==> config.mk <==
export PLATFORM = sky130hd
export DESIGN_NAME = totp_ctrl
export DESIGN_NICKNAME = d
export VERILOG_FILES = /design/src/hw/rtl/totp_pkg.sv /design/src/hw/rtl/totp_ctrl.sv
export SDC_FILE = /design/constraint.sdc
export NUM_CORES = 1
export LEC_CHECK = 0
export ABC_CLOCK_PERIOD_IN_PS = 2760
export BUFFER_PORTS_ARGS = -buffer_cell sky130_fd_sc_hd__buf_4
export CAP_MARGIN = 40
export CORE_UTILIZATION = 50
export DETAILED_ROUTE_END_ITERATION = 10
export PLACE_DENSITY_LB_ADDON = 0.08
export SLEW_MARGIN = 20
export SYNTH_ARGS = -nofsm -noshare
export SYNTH_HDL_FRONTEND = slang
export SYNTH_SLANG_ARGS = --single-unit
==> constraint.sdc <==
create_clock -name clk -period 2.76 [get_ports clk]
set_input_delay 0.138 -clock clk [delete_from_list [all_inputs] [get_ports clk]]
set_output_delay 0.138 -clock clk [all_outputs]
set_load 0.02 [all_outputs]
==> src/hw/rtl/totp_pkg.sv <==
package totp_pkg;

  // Datapath operation codes issued by the controller.
  localparam logic [3:0] OP_NONE       = 4'd0;
  localparam logic [3:0] OP_CAPTURE    = 4'd1;
  localparam logic [3:0] OP_DIV_INIT   = 4'd2;
  localparam logic [3:0] OP_DIV_STEP   = 4'd3;
  localparam logic [3:0] OP_DIV_FIN    = 4'd4;
  localparam logic [3:0] OP_BLK_LOAD   = 4'd5;
  localparam logic [3:0] OP_ROUND      = 4'd6;
  localparam logic [3:0] OP_BLK_ADD    = 4'd7;
  localparam logic [3:0] OP_SAVE_INNER = 4'd8;
  localparam logic [3:0] OP_TRUNC      = 4'd9;
  localparam logic [3:0] OP_MOD_STEP   = 4'd10;
  localparam logic [3:0] OP_TOKEN_DONE = 4'd11;
  localparam logic [3:0] OP_PUBLISH    = 4'd12;

  // Time step slots.
  localparam logic [1:0] SLOT_NOW  = 2'd0;
  localparam logic [1:0] SLOT_PREV = 2'd1;
  localparam logic [1:0] SLOT_NEXT = 2'd2;

  // Hash blocks of one token.
  localparam logic [1:0] BLK_INNER_KEY = 2'd0;
  localparam logic [1:0] BLK_INNER_MSG = 2'd1;
  localparam logic [1:0] BLK_OUTER_KEY = 2'd2;
  localparam logic [1:0] BLK_OUTER_MSG = 2'd3;

  // Configuration register indexes.
  localparam logic [7:0] REG_KEY_A = 8'd0;
  localparam logic [7:0] REG_KEY_B = 8'd1;
  localparam logic [7:0] REG_KEY_C = 8'd2;
  localparam logic [7:0] REG_KEY_D = 8'd3;

  localparam logic [6:0] LAST_DIV_STEP = 7'd3;
  localparam logic [6:0] LAST_ROUND    = 7'd79;
  localparam logic [6:0] LAST_MOD_STEP = 7'd1;

  localparam logic [5:0]  STEP_SECONDS = 6'd30;
  localparam logic [31:0] TOKEN_MOD    = 32'd1000000;

  // Reciprocals for division by constants: for any 32-bit x, x / 30 equals
  // (x * RECIP_30) >> 36 and x / 1000000 equals (x * RECIP_MOD) >> 50.
  localparam logic [31:0] RECIP_30  = 32'h88888889;
  localparam logic [31:0] RECIP_MOD = 32'h431BDE83;

  localparam logic [31:0] IV0 = 32'h67452301;
  localparam logic [31:0] IV1 = 32'hEFCDAB89;
  localparam logic [31:0] IV2 = 32'h98BADCFE;
  localparam logic [31:0] IV3 = 32'h10325476;
  localparam logic [31:0] IV4 = 32'hC3D2E1F0;

  typedef struct packed {
    logic [3:0] op;
    logic [1:0] blk;
    logic [6:0] cnt;
    logic [1:0] slot;
  } totp_cmd_t;

  typedef struct packed {
    logic is_validate;
  } totp_sts_t;

endpackage

==> src/hw/rtl/totp_ctrl.sv <==
module totp_ctrl import totp_pkg::*; (
  input  logic      clk,
  input  logic      rst_n,
  input  logic      in_valid,
  output logic      in_ready,
  output logic      out_valid,
  input  logic      out_ready,
  input  totp_sts_t sts,
  output totp_cmd_t cmd
);

  localparam logic [3:0] S_IDLE     = 4'd0;
  localparam logic [3:0] S_DIV_INIT = 4'd1;
  localparam logic [3:0] S_DIV      = 4'd2;
  localparam logic [3:0] S_DIV_FIN  = 4'd3;
  localparam logic [3:0] S_LOAD     = 4'd4;
  localparam logic [3:0] S_ROUND    = 4'd5;
  localparam logic [3:0] S_ADD      = 4'd6;
  localparam logic [3:0] S_SAVE     = 4'd7;
  localparam logic [3:0] S_TRUNC    = 4'd8;
  localparam logic [3:0] S_MOD      = 4'd9;
  localparam logic [3:0] S_DONE     = 4'd10;
  localparam logic [3:0] S_PUB      = 4'd11;

  logic [3:0] state_r, state_nxt;
  logic [6:0] cnt_r, cnt_nxt;
  logic [1:0] blk_r, blk_nxt;
  logic [1:0] slot_r, slot_nxt;
  logic       out_valid_r, out_valid_nxt;

  assign in_ready  = (state_r == S_IDLE);
  assign out_valid = out_valid_r;

  always_comb begin
    state_nxt     = state_r;
    cnt_nxt       = cnt_r;
    blk_nxt       = blk_r;
    slot_nxt      = slot_r;
    out_valid_nxt = out_valid_r & ~out_ready;
    cmd.op        = OP_NONE;
    cmd.blk       = blk_r;
    cmd.cnt       = cnt_r;
    cmd.slot      = slot_r;
    case (state_r)
      S_IDLE: begin
        if (in_valid) begin
          cmd.op    = OP_CAPTURE;
          slot_nxt  = SLOT_NOW;
          state_nxt = S_DIV_INIT;
        end
      end
      S_DIV_INIT: begin
        cmd.op    = OP_DIV_INIT;
        cnt_nxt   = '0;
        state_nxt = S_DIV;
      end
      S_DIV: begin
        cmd.op = OP_DIV_STEP;
        if (cnt_r == LAST_DIV_STEP) begin
          state_nxt = S_DIV_FIN;
        end else begin
          cnt_nxt = cnt_r + 7'd1;
        end
      end
      S_DIV_FIN: begin
        cmd.op    = OP_DIV_FIN;
        blk_nxt   = BLK_INNER_KEY;
        state_nxt = S_LOAD;
      end
      S_LOAD: begin
        cmd.op    = OP_BLK_LOAD;
        cnt_nxt   = '0;
        state_nxt = S_ROUND;
      end
      S_ROUND: begin
        cmd.op = OP_ROUND;
        if (cnt_r == LAST_ROUND) begin
          state_nxt = S_ADD;
        end else begin
          cnt_nxt = cnt_r + 7'd1;
        end
      end
      S_ADD: begin
        cmd.op = OP_BLK_ADD;
        if (blk_r == BLK_INNER_MSG) begin
          state_nxt = S_SAVE;
        end else if (blk_r == BLK_OUTER_MSG) begin
          state_nxt = S_TRUNC;
        end else begin
          blk_nxt   = blk_r + 2'd1;
          state_nxt = S_LOAD;
        end
      end
      S_SAVE: begin
        cmd.op    = OP_SAVE_INNER;
        blk_nxt   = BLK_OUTER_KEY;
        state_nxt = S_LOAD;
      end
      S_TRUNC: begin
        cmd.op    = OP_TRUNC;
        cnt_nxt   = '0;
        state_nxt = S_MOD;
      end
      S_MOD: begin
        cmd.op = OP_MOD_STEP;
        if (cnt_r == LAST_MOD_STEP) begin
          state_nxt = S_DONE;
        end else begin
          cnt_nxt = cnt_r + 7'd1;
        end
      end
      S_DONE: begin
        cmd.op = OP_TOKEN_DONE;
        if (sts.is_validate && (slot_r != SLOT_NEXT)) begin
          slot_nxt  = slot_r + 2'd1;
          state_nxt = S_DIV_INIT;
        end else begin
          state_nxt = S_PUB;
        end
      end
      S_PUB: begin
        if (!out_valid_r || out_ready) begin
          cmd.op        = OP_PUBLISH;
          out_valid_nxt = 1'b1;
          state_nxt     = S_IDLE;
        end
      end
      default: begin
        state_nxt = S_IDLE;
      end
    endcase
  end

  always_ff @(posedge clk) begin
    if (!rst_n) begin
      state_r     <= S_IDLE;
      cnt_r       <= '0;
      blk_r       <= '0;
      slot_r      <= '0;
      out_valid_r <= 1'b0;
    end else begin
      state_r     <= state_nxt;
      cnt_r       <= cnt_nxt;
      blk_r       <= blk_nxt;
      slot_r      <= slot_nxt;
      out_valid_r <= out_valid_nxt;
    end
  end

endmodule

-- Yosys cells after proc, flatten, opt, wreduce, memory -nomap -nowiden
Index checks and enable logic that the tools add are counted.
- $add $sub $neg: 3
- bitwise logic cells: 2
- reduce and logical (&&, ||, !) cells: 13
- eq/ne operators: 28
- muxes and demuxes: 24
- operator list (operator ; count):
    $pmux 4 s12 ; 1
    $pmux 4 s11 ; 1
    $mux 4 ; 9
    $pmux 7 s4 ; 1
    $ne 2x2->1 const B ; 12
    $mux 7 ; 3
    $eq 4x3->1 const B ; 4
    $eq 4x4->1 const B ; 4
    $eq 4x2->1 const B ; 2
    $mux 2 ; 4
    $add 7x1->7 const B ; 1
    $eq 7x1->1 const B ; 1
    $eq 7x2->1 const B ; 1
    $eq 7x7->1 const B ; 1
    $pmux 2 s3 ; 1
    $reduce_and 3->1 ; 2
    $reduce_and 5->1 ; 1
    $add 2x1->2 const B ; 2
    $eq 4x1->1 const B ; 1
    $logic_not 4->1 ; 1
    $pmux 2 s2 ; 1
    $reduce_and 4->1 ; 1
    $reduce_bool 4->1 ; 1
    $mux 1 ; 3
    other kinds (11) ; 11
- register bits after elaboration: 16
- input bits: 5
- output and inout port bits: 17
- word-level logic and storage cells: 75

-- Longest topological paths before layout
Gate-level depths: netlist of run 1.
- depth after elaboration: 4
- mapped depth: 8
- mapped depth without buffers: 7

-- Least setup slack after synthesis of run 1
OpenSTA, ideal clock, no wires.
- path type: reg-to-reg
- from: register state_r[3]
- to: register state_r[3]
- buffers on the path: 2
- arrival: 1.781 ns
- data required time: 2.621 ns
- setup slack: 0.840 ns
- period minus slack after synthesis: 1.920 ns
- setup time: 0.139 ns
- stages on the path, launching flop included: 8
- cells stage by stage: dfxtp_1 -> buf_2 -> buf_2 -> nor4_1 -> nor2b_1 -> a311oi_2 -> a21oi_1 -> a311oi_1
- longest elaborated chain between the ends: 3
- elaborated cells between the ends (all ways): 20
- classes of those cells: eq/ne: 16; mux: 1; reduce/logical: 3
- ends and longest elaborated chain (element ; RTL line ; text):
    start, declared ; totp_ctrl.sv:25 ; logic [3:0] state_r, state_nxt;
    start signal, assigned ; totp_ctrl.sv:142 ; state_r <= state_nxt;
    $logic_not 4->1 * ; n/a ;
    net in_ready ; totp_ctrl.sv:5 ; output logic in_ready,
    $ne 2x2->1 (no source line) ; n/a ;
    $reduce_and 5->1 (no source line) ; n/a ;
Mark *: on every way through the listed nets, which the timed path passes. The rest lies on a longest branch.
A chain may end at the register's enable or synchronous reset.

-- Final worst setup path of run 1
- from: register state_r[0]
- to: register cnt_r[1]
- longest elaborated chain between the ends: 4
- elaborated cells between the ends (all ways): 13
- classes of those cells: eq/ne: 9; mux: 1; reduce/logical: 3
- ends and longest elaborated chain (element ; RTL line ; text):
    $eq 4x4->1, or another cell as far along ; totp_ctrl.sv:44 ; case (state_r)
    $reduce_or 3->1 (no source line) ; n/a ;
    $reduce_bool 4->1 (no source line) ; n/a ;
    $reduce_and 4->1 (no source line) ; n/a ;
    end signal, assigned ; totp_ctrl.sv:143 ; cnt_r <= cnt_nxt;
    end, declared ; totp_ctrl.sv:26 ; logic [6:0] cnt_r, cnt_nxt;
Several ways; a longest one is shown, not always the timed one.

==> summary.txt, run 1 <==
Status
  – Status: finished, final reports clean

Worst setup path
  – CP endpoint kind: register
  – CP Cell Sequence: nor2_1, o31ai_1, a31oi_2, or4_1, a21oi_1
  – CP Data Required Time: 2.99 ns
  – Crit path buf inv count: 0
  – Startpoint types: register
  – Reg2reg start: state_r[0]$_SDFFE_PN0P_
  – CP Data Arrival Time: 2.45 ns
  – FF-to-FF setup slack: 0.54 ns
  – Kind of critical path: reg2reg
  – Critical Path Max Stage Delay: 0.78 ns
  – CP max stage cell: dfxtp_1
  – Worst Setup SP: state_r[0]$_SDFFE_PN0P_
  – Maximum fanout count along the critical path: 18
  – Kind of cell adding the most delay to the critical path: flip-flops
  – Capturing point of the worst reg2reg path: cnt_r[1]$_SDFFE_PN0P_
  – R2R depth: 5

STA
  – Final Skew: 0.00358 ns
  – Rel. slew slack: 50.8%
  – F_max: 450 MHz
  – Final Cycle Share: 80.5%
  – Setup violations, final: 0
  – Period minus WS final: 2.22 ns
  – Setup TNS: 0 ns
  – Worst-Margin Slew: 0.733 ns
  – Fin. Hold Viols: 0
  – Final setup margin: 0.538 ns
  – Unrepaired setup endpoints after global routing: no
  – Number of max-slew violations in the final report: 0

Global routing
  – Largest net degree at the start of global routing: 19
  – Met2 Use GR: 35.7%
  – GRT met1 Usage: 34.2%
  – Global-route usage over all layers: 23.9%
  – Vias in the first global route: 1049
  – Initial antenna violation count: 0
  – Global-route wire length before repair: 4.84 mm
  – Gr busiest metal: met2
  – GRT overflow: 0
  – Met3 Usage GRT: 6.14%

Final layout
  – Layout cells sized above 1: 19.8%
  – Antenna cells: 0
  – Syn-to-layout area delta: 13.8%
  – Design area: 0.00141 mm2
  – Final Non-Filler Cells: 200
  – # nets final: 185
  – Filler cells: 201

Logic synthesis
  – Main flop type after synthesis: dfxtp_1
  – Synthesized area per cell: 7.82 um2
  – Commonest cells in the netlist: dfxtp_1, nand2_1, nor2_1
  – Syn Nets: 170
  – Leading area contributor after synthesis: dfxtp_1
  – Yosys Warn Count: 0
  – Cell area after synthesis: 0.00123 mm2
  – Asr flop ratio synth: 0%
  – Synth unique cells: 53
  – EDFF count, synth: 0
  – Yosys top cell area share: 25.9%
  – Register area share after synthesis: 25.9%
  – Most frequent cell after synthesis: dfxtp_1
  – Synth top area cells: dfxtp_1, ha_1, a21oi_1
  – Cells after synthesis: 158
  – Yosys reg bits: 16

Power and ir drop
  – VDD IR max: 0.624 mV
  – Leakage Power: 0.000550 uW
  – PwrDens: 833 mW/mm2

Run
  – MaxCap Viol Count: 0

Placement
  – Port bufs: 21
  – Pre-CTS setup slack: 0.569 ns
  – Placed cell area: 0.00137 mm2
  – GPL Wtd Cong: 0.879
  – Placed insts: 196
  – DP HPWL: 2.10 mm

Clocking
  – CTS H-tree depth: 1
  – Setup Fix Bufs, Post-CTS: 0
  – Root buf cell: clkbuf_4
  – # resized after CTS: 0
  – TritonCTS Buffers: 3
  – Clk sinks: 16
  – TritonCTS clock tree: done
  – Clock Tree Buf Depth: 2
  – Worst-Skew Late Latency: 0.30 ns
  – Clock transition at path regs: 0.10 ns
  – CTS Hold Buffers Added: 0

Routing
  – First-pass detailed-route iteration total: 4
  – Routed WL: 2.96 mm
  – DR vias/cell: 6.12
  – Drt initial violations: 32
  – Drt drc: 0
  – Vias after detailed routing: 1223
  – Final ANT Viol Nets: 0
  – Routed wire per std cell: 14.8 um

Die
  – DIE AREA: 0.00267 mm2
  – FP Rows: 17
  – Initial Util: 54.3%
  – Io pins: 22
  – Die X-Extent: 51.7 um
  – Die height: 51.7 um
  – Core area: 0.00228 mm2

Worst hold path
  – Worst Hold Class: in2reg
  – Hold Crit Start: rst_n
  – Hold Path Sink: cnt_r[6]$_SDFFE_PN0P_
  – Worst hold path depth: 2
## layout by cell type, fill, tap and decap left out, drive strengths merged, types with 3 or more instances in the layout
master  instances
o22ai           3
nor3            3
a21oi          10
o21ai          14
nor4            4
buf            22
dfxtp          16
o311ai          3
nand3b          3
nor2           13
nor3b           3
nand3           4
clkbuf          4
or4             3
o21a            4
nand2          13
inv             6
a31oi           4
ha              7
## worst max path at each step
stage | endpoint | slack [ns] | cells past startpoint
2_1_floorplan | state_r[3]$_SDFFE_PN0P_ | 0.84 | 7
3_3_place_gp | cnt_r[2]$_SDFFE_PN0P_ | 0.71 | 5
3_5_place_dp | cnt_r[1]$_SDFFE_PN0P_ | 0.57 | 5
4_1_cts | cnt_r[1]$_SDFFE_PN0P_ | 0.54 | 5
5_1_grt | cnt_r[1]$_SDFFE_PN0P_ | 0.42 | 5
6_report | cnt_r[1]$_SDFFE_PN0P_ | 0.54 | 5
## registers in the layout (all words and copies together) (netlist names)
signal and cells:
slot_r 2, blk_r 2, state_r 4, cnt_r 7, out_valid 1
## kinds of logic (layout without fill, tap and decap cells)
family / count (synthesis) / after routing / share of synthesized area (%)
simple gates: 62 / 62 / 29.0
mux: 2 / 2 / 1.62
flops: 16 / 16 / 25.9
buf+inv: 19 / 33 / 7.50
fa+ha+maj: 7 / 7 / 7.09
compound gates: 49 / 49 / 26.7
xor+xnor: 3 / 3 / 2.13
## final cells by class
cell class / instances / area (um2) / area share (%)
Inverter: 7 / 26.3 / 1.87
Clock buffer: 4 / 36.3 / 2.58
Tap cell: 28 / 35.0 / 2.49
Timing Repair Buffer: 22 / 165 / 11.8
Sequential cell: 16 / 320 / 22.8
Multi-Input combinational cell: 123 / 822 / 58.5
## per-layer routing
layer  vias up  share of wire (%)
li1        610                  -
met1       575                 47
met2        36                 46
met3         2                6.2
met4         0               0.57
met5         -                  0
## through the flow
stage	hold slack [ns]	util (%)	total power, uW
after floorplan	0.314	-	876
after global placement	0.459	60.1	984
after detailed placement	0.461	60.1	1010
after CTS	0.135	61.7	1170
after global routing	0.132	61.7	1260
final	0.143	61.7	1170
## power by group
| group | total (uW) | switching (uW) | internal, uW |
|---|---|---|---|
| Clock | 164 | 83.0 | 80.5 |
| Sequential | 369 | 106 | 263 |
| Combinational | 638 | 371 | 267 |
Power figures use the tool's default switching activity.
==> inputs of run 2 (changes only) <==
--- a/config.mk
+++ b/config.mk
@@ -5,10 +5,11 @@
 export SDC_FILE = /design/constraint.sdc
 export NUM_CORES = 1
 export LEC_CHECK = 0
-export ABC_CLOCK_PERIOD_IN_PS = 2760
+export ABC_AREA = 1
+export ABC_CLOCK_PERIOD_IN_PS = 2000
 export BUFFER_PORTS_ARGS = -buffer_cell sky130_fd_sc_hd__buf_4
 export CAP_MARGIN = 40
-export CORE_UTILIZATION = 50
+export CORE_UTILIZATION = 49
 export DETAILED_ROUTE_END_ITERATION = 10
 export PLACE_DENSITY_LB_ADDON = 0.08
 export SLEW_MARGIN = 20
==> constraint.sdc (replaced) <==
create_clock -name clk -period 2 [get_ports clk]
set_input_delay 0.1 -clock clk [delete_from_list [all_inputs] [get_ports clk]]
set_output_delay 0.1 -clock clk [all_outputs]
set_load 0.02 [all_outputs]
==> run 2 against run 1 <==
  * Clock-buffer cell count unchanged
  * Power is 47% higher
  * Cell count rose by 27%
  * Area after synthesis decreased by 3.4%
  * Global-route usage up 2.7 points
  * Worst hold slack got worse by 0.043 ns
  * Clock power increased by 40%
  * Via count grew 9.2%
  * Non-clock buffer count down 1
  * Core utilization grew 0.97 points
  * Sequential cell count is the same
  * Critical path type unchanged
==> summary.txt, run 2 <==
Die
  – Core area: 0.00225 mm2 (was 0.00228 mm2)
  – Io pins: 22 (unchanged)
  – FP Rows: 17 (unchanged)
  – Die height: 51.3 um (was 51.7 um)
  – Initial Util: 52.9% (was 54.3%)
  – DIE AREA: 0.00263 mm2 (was 0.00267 mm2)
  – Die X-Extent: 51.3 um (was 51.7 um)

Final layout
  – Most flop-heavy register: cnt_r (unchanged)
  – Filler cells: 234 (was 201)
  – Top flop regs: cnt_r: 7 flops, state_r: 4 flops (unchanged)
  – Final design utilization: 62.7% (was 61.7%)
  – Most frequent cells in the layout: nand2_1, nor2_1, inv_1 (was buf_4, dfxtp_1, nand2_1)
  – Syn-to-layout area delta: 18.6% (was 13.8%)
  – Antenna cells: 0 (unchanged)
  – FF/Latch Area: 320 um2 (unchanged)
  – Multi-input logic area: 752 um2 (was 822 um2)
  – Number of flip-flops in the largest register: 7 (unchanged)
  – Most common cell after layout, fill and taps aside: nand2_1 (was buf_4)
  – Final Non-Filler Cells: 254 (was 200)
  – Layout cells sized above 1: 13.3% (was 19.8%)
  – # nets final: 239 (was 185)

Routing
  – Drt drc: 0 (unchanged)
  – First-pass detailed-route iteration total: 4 (unchanged)
  – Routed WL: 2.94 mm (was 2.96 mm)
  – Routed wire per std cell: 11.6 um (was 14.8 um)
  – DR vias/cell: 5.26 (was 6.12)
  – Vias after detailed routing: 1335 (was 1223)
  – Drt initial violations: 60 (was 32)
  – Final ANT Viol Nets: 0 (unchanged)

Logic synthesis
  – Simple-gate share of the synthesized area: 41.9% (was 29.0%)
  – Largest family of logic cells by synthesized area: simple AND/OR/NAND/NOR gates (unchanged)
  – Yosys Warn Count: 0 (unchanged)
  – Post-Synth XOR/XNOR Area: 1.47% (was 2.13%)
  – Most frequent cell after synthesis: nand2_1 (was dfxtp_1)
  – Syn Nets: 214 (was 170)
  – Synthesized area per cell: 5.90 um2 (was 7.82 um2)
  – Cells after synthesis: 202 (was 158)
  – Asr flop ratio synth: 0% (unchanged)
  – Yosys reg bits: 16 (unchanged)
  – Main flop type after synthesis: dfxtp_1 (unchanged)
  – Yosys top cell area share: 26.9% (was 25.9%)
  – Cell area after synthesis: 0.00119 mm2 (was 0.00123 mm2)
  – Synth top area cells: dfxtp_1, nand2_1, nor2_1 (was dfxtp_1, ha_1, a21oi_1)
  – Synth unique cells: 21 (was 53)
  – Leading area contributor after synthesis: dfxtp_1 (unchanged)
  – Mux contribution to synthesized area: 0% (was 1.62%)
  – Register area share after synthesis: 26.9% (was 25.9%)
  – EDFF count, synth: 0 (unchanged)
  – Compound-Gate Fraction of Synth Area: 12.4% (was 26.7%)
  – Adder-cell area share of the yosys netlist: 7.35% (was 7.09%)
  – Commonest cells in the netlist: nand2_1, nor2_1, inv_1 (was dfxtp_1, nand2_1, nor2_1)

STA
  – F_max: 593 MHz (was 450 MHz)
  – Final Cycle Share: 84.4% (was 80.5%)
  – Setup violations, final: 0 (unchanged)
  – WHS: 0.0996 ns (was 0.143 ns)
  – Fin. Hold Viols: 0 (unchanged)
  – Unrepaired setup endpoints after global routing: no (unchanged)
  – Worst-Margin Slew: 0.431 ns (was 0.733 ns)
  – Rel. slew slack: 71.3% (was 50.8%)
  – Period minus WS final: 1.69 ns (was 2.22 ns)
  – Final Skew: 0.000943 ns (was 0.00358 ns)
  – Setup TNS: 0 ns (unchanged)
  – Number of max-slew violations in the final report: 0 (unchanged)

Global routing
  – Global-route wire length before repair: 5.27 mm (was 4.84 mm)
  – Vias in the first global route: 1232 (was 1049)
  – Initial antenna violation count: 0 (unchanged)
  – GRT overflow: 0 (unchanged)
  – Global-route usage over all layers: 26.7% (was 23.9%)
  – Largest net degree at the start of global routing: 11 (was 19)

Worst setup path
  – Startpoint types: register (unchanged)
  – CP dominant cell by count: nor2_1
  – CP Data Arrival Time: 1.89 ns (was 2.45 ns)
  – CP max stage cell: dfxtp_1 (unchanged)
  – CP endpoint kind: register (unchanged)
  – Critical Path Max Stage Delay: 0.49 ns (was 0.78 ns)
  – Worst Setup SP: cnt_r[0]$_SDFFE_PN0P_ (was state_r[0]$_SDFFE_PN0P_)
  – Capturing point of the worst reg2reg path: cnt_r[0]$_SDFFE_PN0P_ (was cnt_r[1]$_SDFFE_PN0P_)
  – Kind of critical path: reg2reg (unchanged)
  – Reg2reg start: cnt_r[0]$_SDFFE_PN0P_ (was state_r[0]$_SDFFE_PN0P_)
  – Levels on crit path: 10 (was 5)
  – Kind of cell adding the most delay to the critical path: simple AND/OR/NAND/NOR gates (was flip-flops)
  – FF-to-FF setup slack: 0.31 ns (was 0.54 ns)
  – Crit path buf inv count: 2 (was 0)
  – R2R depth: 10 (was 5)
  – Worst setup path endpoint: cnt_r[0]$_SDFFE_PN0P_ (was cnt_r[1]$_SDFFE_PN0P_)
  – Maximum fanout count along the critical path: 8 (was 18)
  – CP Cell Sequence: ha_1, nand3_1, nor2_1, nand2_1, nand2_1, inv_1, nand2_2, inv_2, nor2_1, nor2_1 (was nor2_1, o31ai_1, a31oi_2, or4_1, a21oi_1)
  – CP Data Required Time: 2.20 ns (was 2.99 ns)

Power and ir drop
  – Sequential share of power: 29.0% (was 31.5%)
  – Clock network power share: 13.4% (was 14.0%)
  – PwrDens: 1220 mW/mm2 (was 833 mW/mm2)
  – Net Switching: 850 uW (was 560 uW)
  – Combinational Power Share: 57.6% (was 54.5%)
  – Leakage Power: 0.000737 uW (was 0.000550 uW)
  – Power consumption: 1720 uW (was 1170 uW)
  – Net Sw Frac: 49.4% (was 47.9%)
  – Int Power: 869 uW (was 610 uW)
  – VDD IR max: 0.669 mV (was 0.624 mV)

Clocking
  – TritonCTS Buffers: 3 (unchanged)
  – # resized after CTS: 0 (unchanged)
  – Worst-Skew Late Latency: 0.29 ns (was 0.30 ns)
  – Clock transition at path regs: 0.11 ns (was 0.10 ns)
  – TritonCTS clock tree: done (unchanged)
  – Clock Tree Buf Depth: 2 (unchanged)
  – CTS H-tree depth: 1 (unchanged)
  – Clk sinks: 16 (unchanged)
  – Setup Fix Bufs, Post-CTS: 0 (unchanged)
  – Root buf cell: clkbuf_4 (unchanged)
  – CTS Hold Buffers Added: 0 (unchanged)

Placement
  – DP HPWL: 2.28 mm (was 2.10 mm)
  – GPL Wtd Cong: 0.927 (was 0.879)
  – Port bufs: 21 (unchanged)
  – Placed insts: 250 (was 196)

Run
  – MaxCap Viol Count: 0 (unchanged)

Worst hold path
  – Worst Hold Class: in2reg (unchanged)

Status
  – Status: finished, final reports clean (unchanged)
run 2: cell count changes after synthesis, moves of 6 or more:
cell / change
nor2_1: +31
nand3_1: +19
nand2_1: +37
o21ai_1: -10
o21ai_0: +6
inv_1: +25
run 2: worst min-delay path by stage:
stage	depth (start not counted)	from	slack (ns)	end
floorplan	3	out_ready	0.33	out_valid$_SDFF_PN0_
global placement	3	rst_n	0.41	cnt_r[5]$_SDFFE_PN0P_
detailed placement	3	rst_n	0.42	cnt_r[5]$_SDFFE_PN0P_
CTS	3	rst_n	0.09	cnt_r[5]$_SDFFE_PN0P_
global route	3	rst_n	0.1	cnt_r[6]$_SDFFE_PN0P_
finish	3	rst_n	0.1	cnt_r[6]$_SDFFE_PN0P_
run 2: worst min-delay path: cells and delay by family:
family / cells / cell delay (ns)
buffers and inverters: 1 / 0.16
and+or+nand+nor: 2 / 0.10
run 2: metrics by stage:
step	area [um2]	setup WS, ns
after floorplan	1190	0.423
after global placement	1380	0.386
after detailed placement	1380	0.328
after CTS	1410	0.309
after global routing	1410	0.124
final	1410	0.313
run 2: power by group through the flow:
stage / Clock [uW] / Sequential [uW] / Combinational [uW]
floorplan: 0 / 535 / 663
global placement: 0 / 501 / 974
detailed placement: 0 / 504 / 985
CTS: 235 / 497 / 990
global route: 244 / 516 / 1120
finish: 230 / 499 / 991
run 2: layer usage:
layer	wire [um]	vias up	GRT usage [%]
met2	1340	52	41.4
met1	1420	590	37.5
met3	187	0	3.87
met5	0	-	0
met4	0	0	9.01
li1	-	693	-
run 2: kinds of logic (layout without fill, tap and decap cells):
group,after synthesis,after routing
AOI/OAI and AO/OA,25,25
xor gates and xnor gates,2,2
adders and majority gates,7,7
buffers and inverters,31,55
DFF,16,16
and+or+nand+nor,121,121
run 2: layout make-up:
class                   count  share of cell area [%]
inverters                  30                    7.96
flip-flops and latches     16                    22.7
repair buffers             21                    11.2
well taps                  28                    2.48
clock buffers               4                    2.57
multi-input cells         155                    53.2
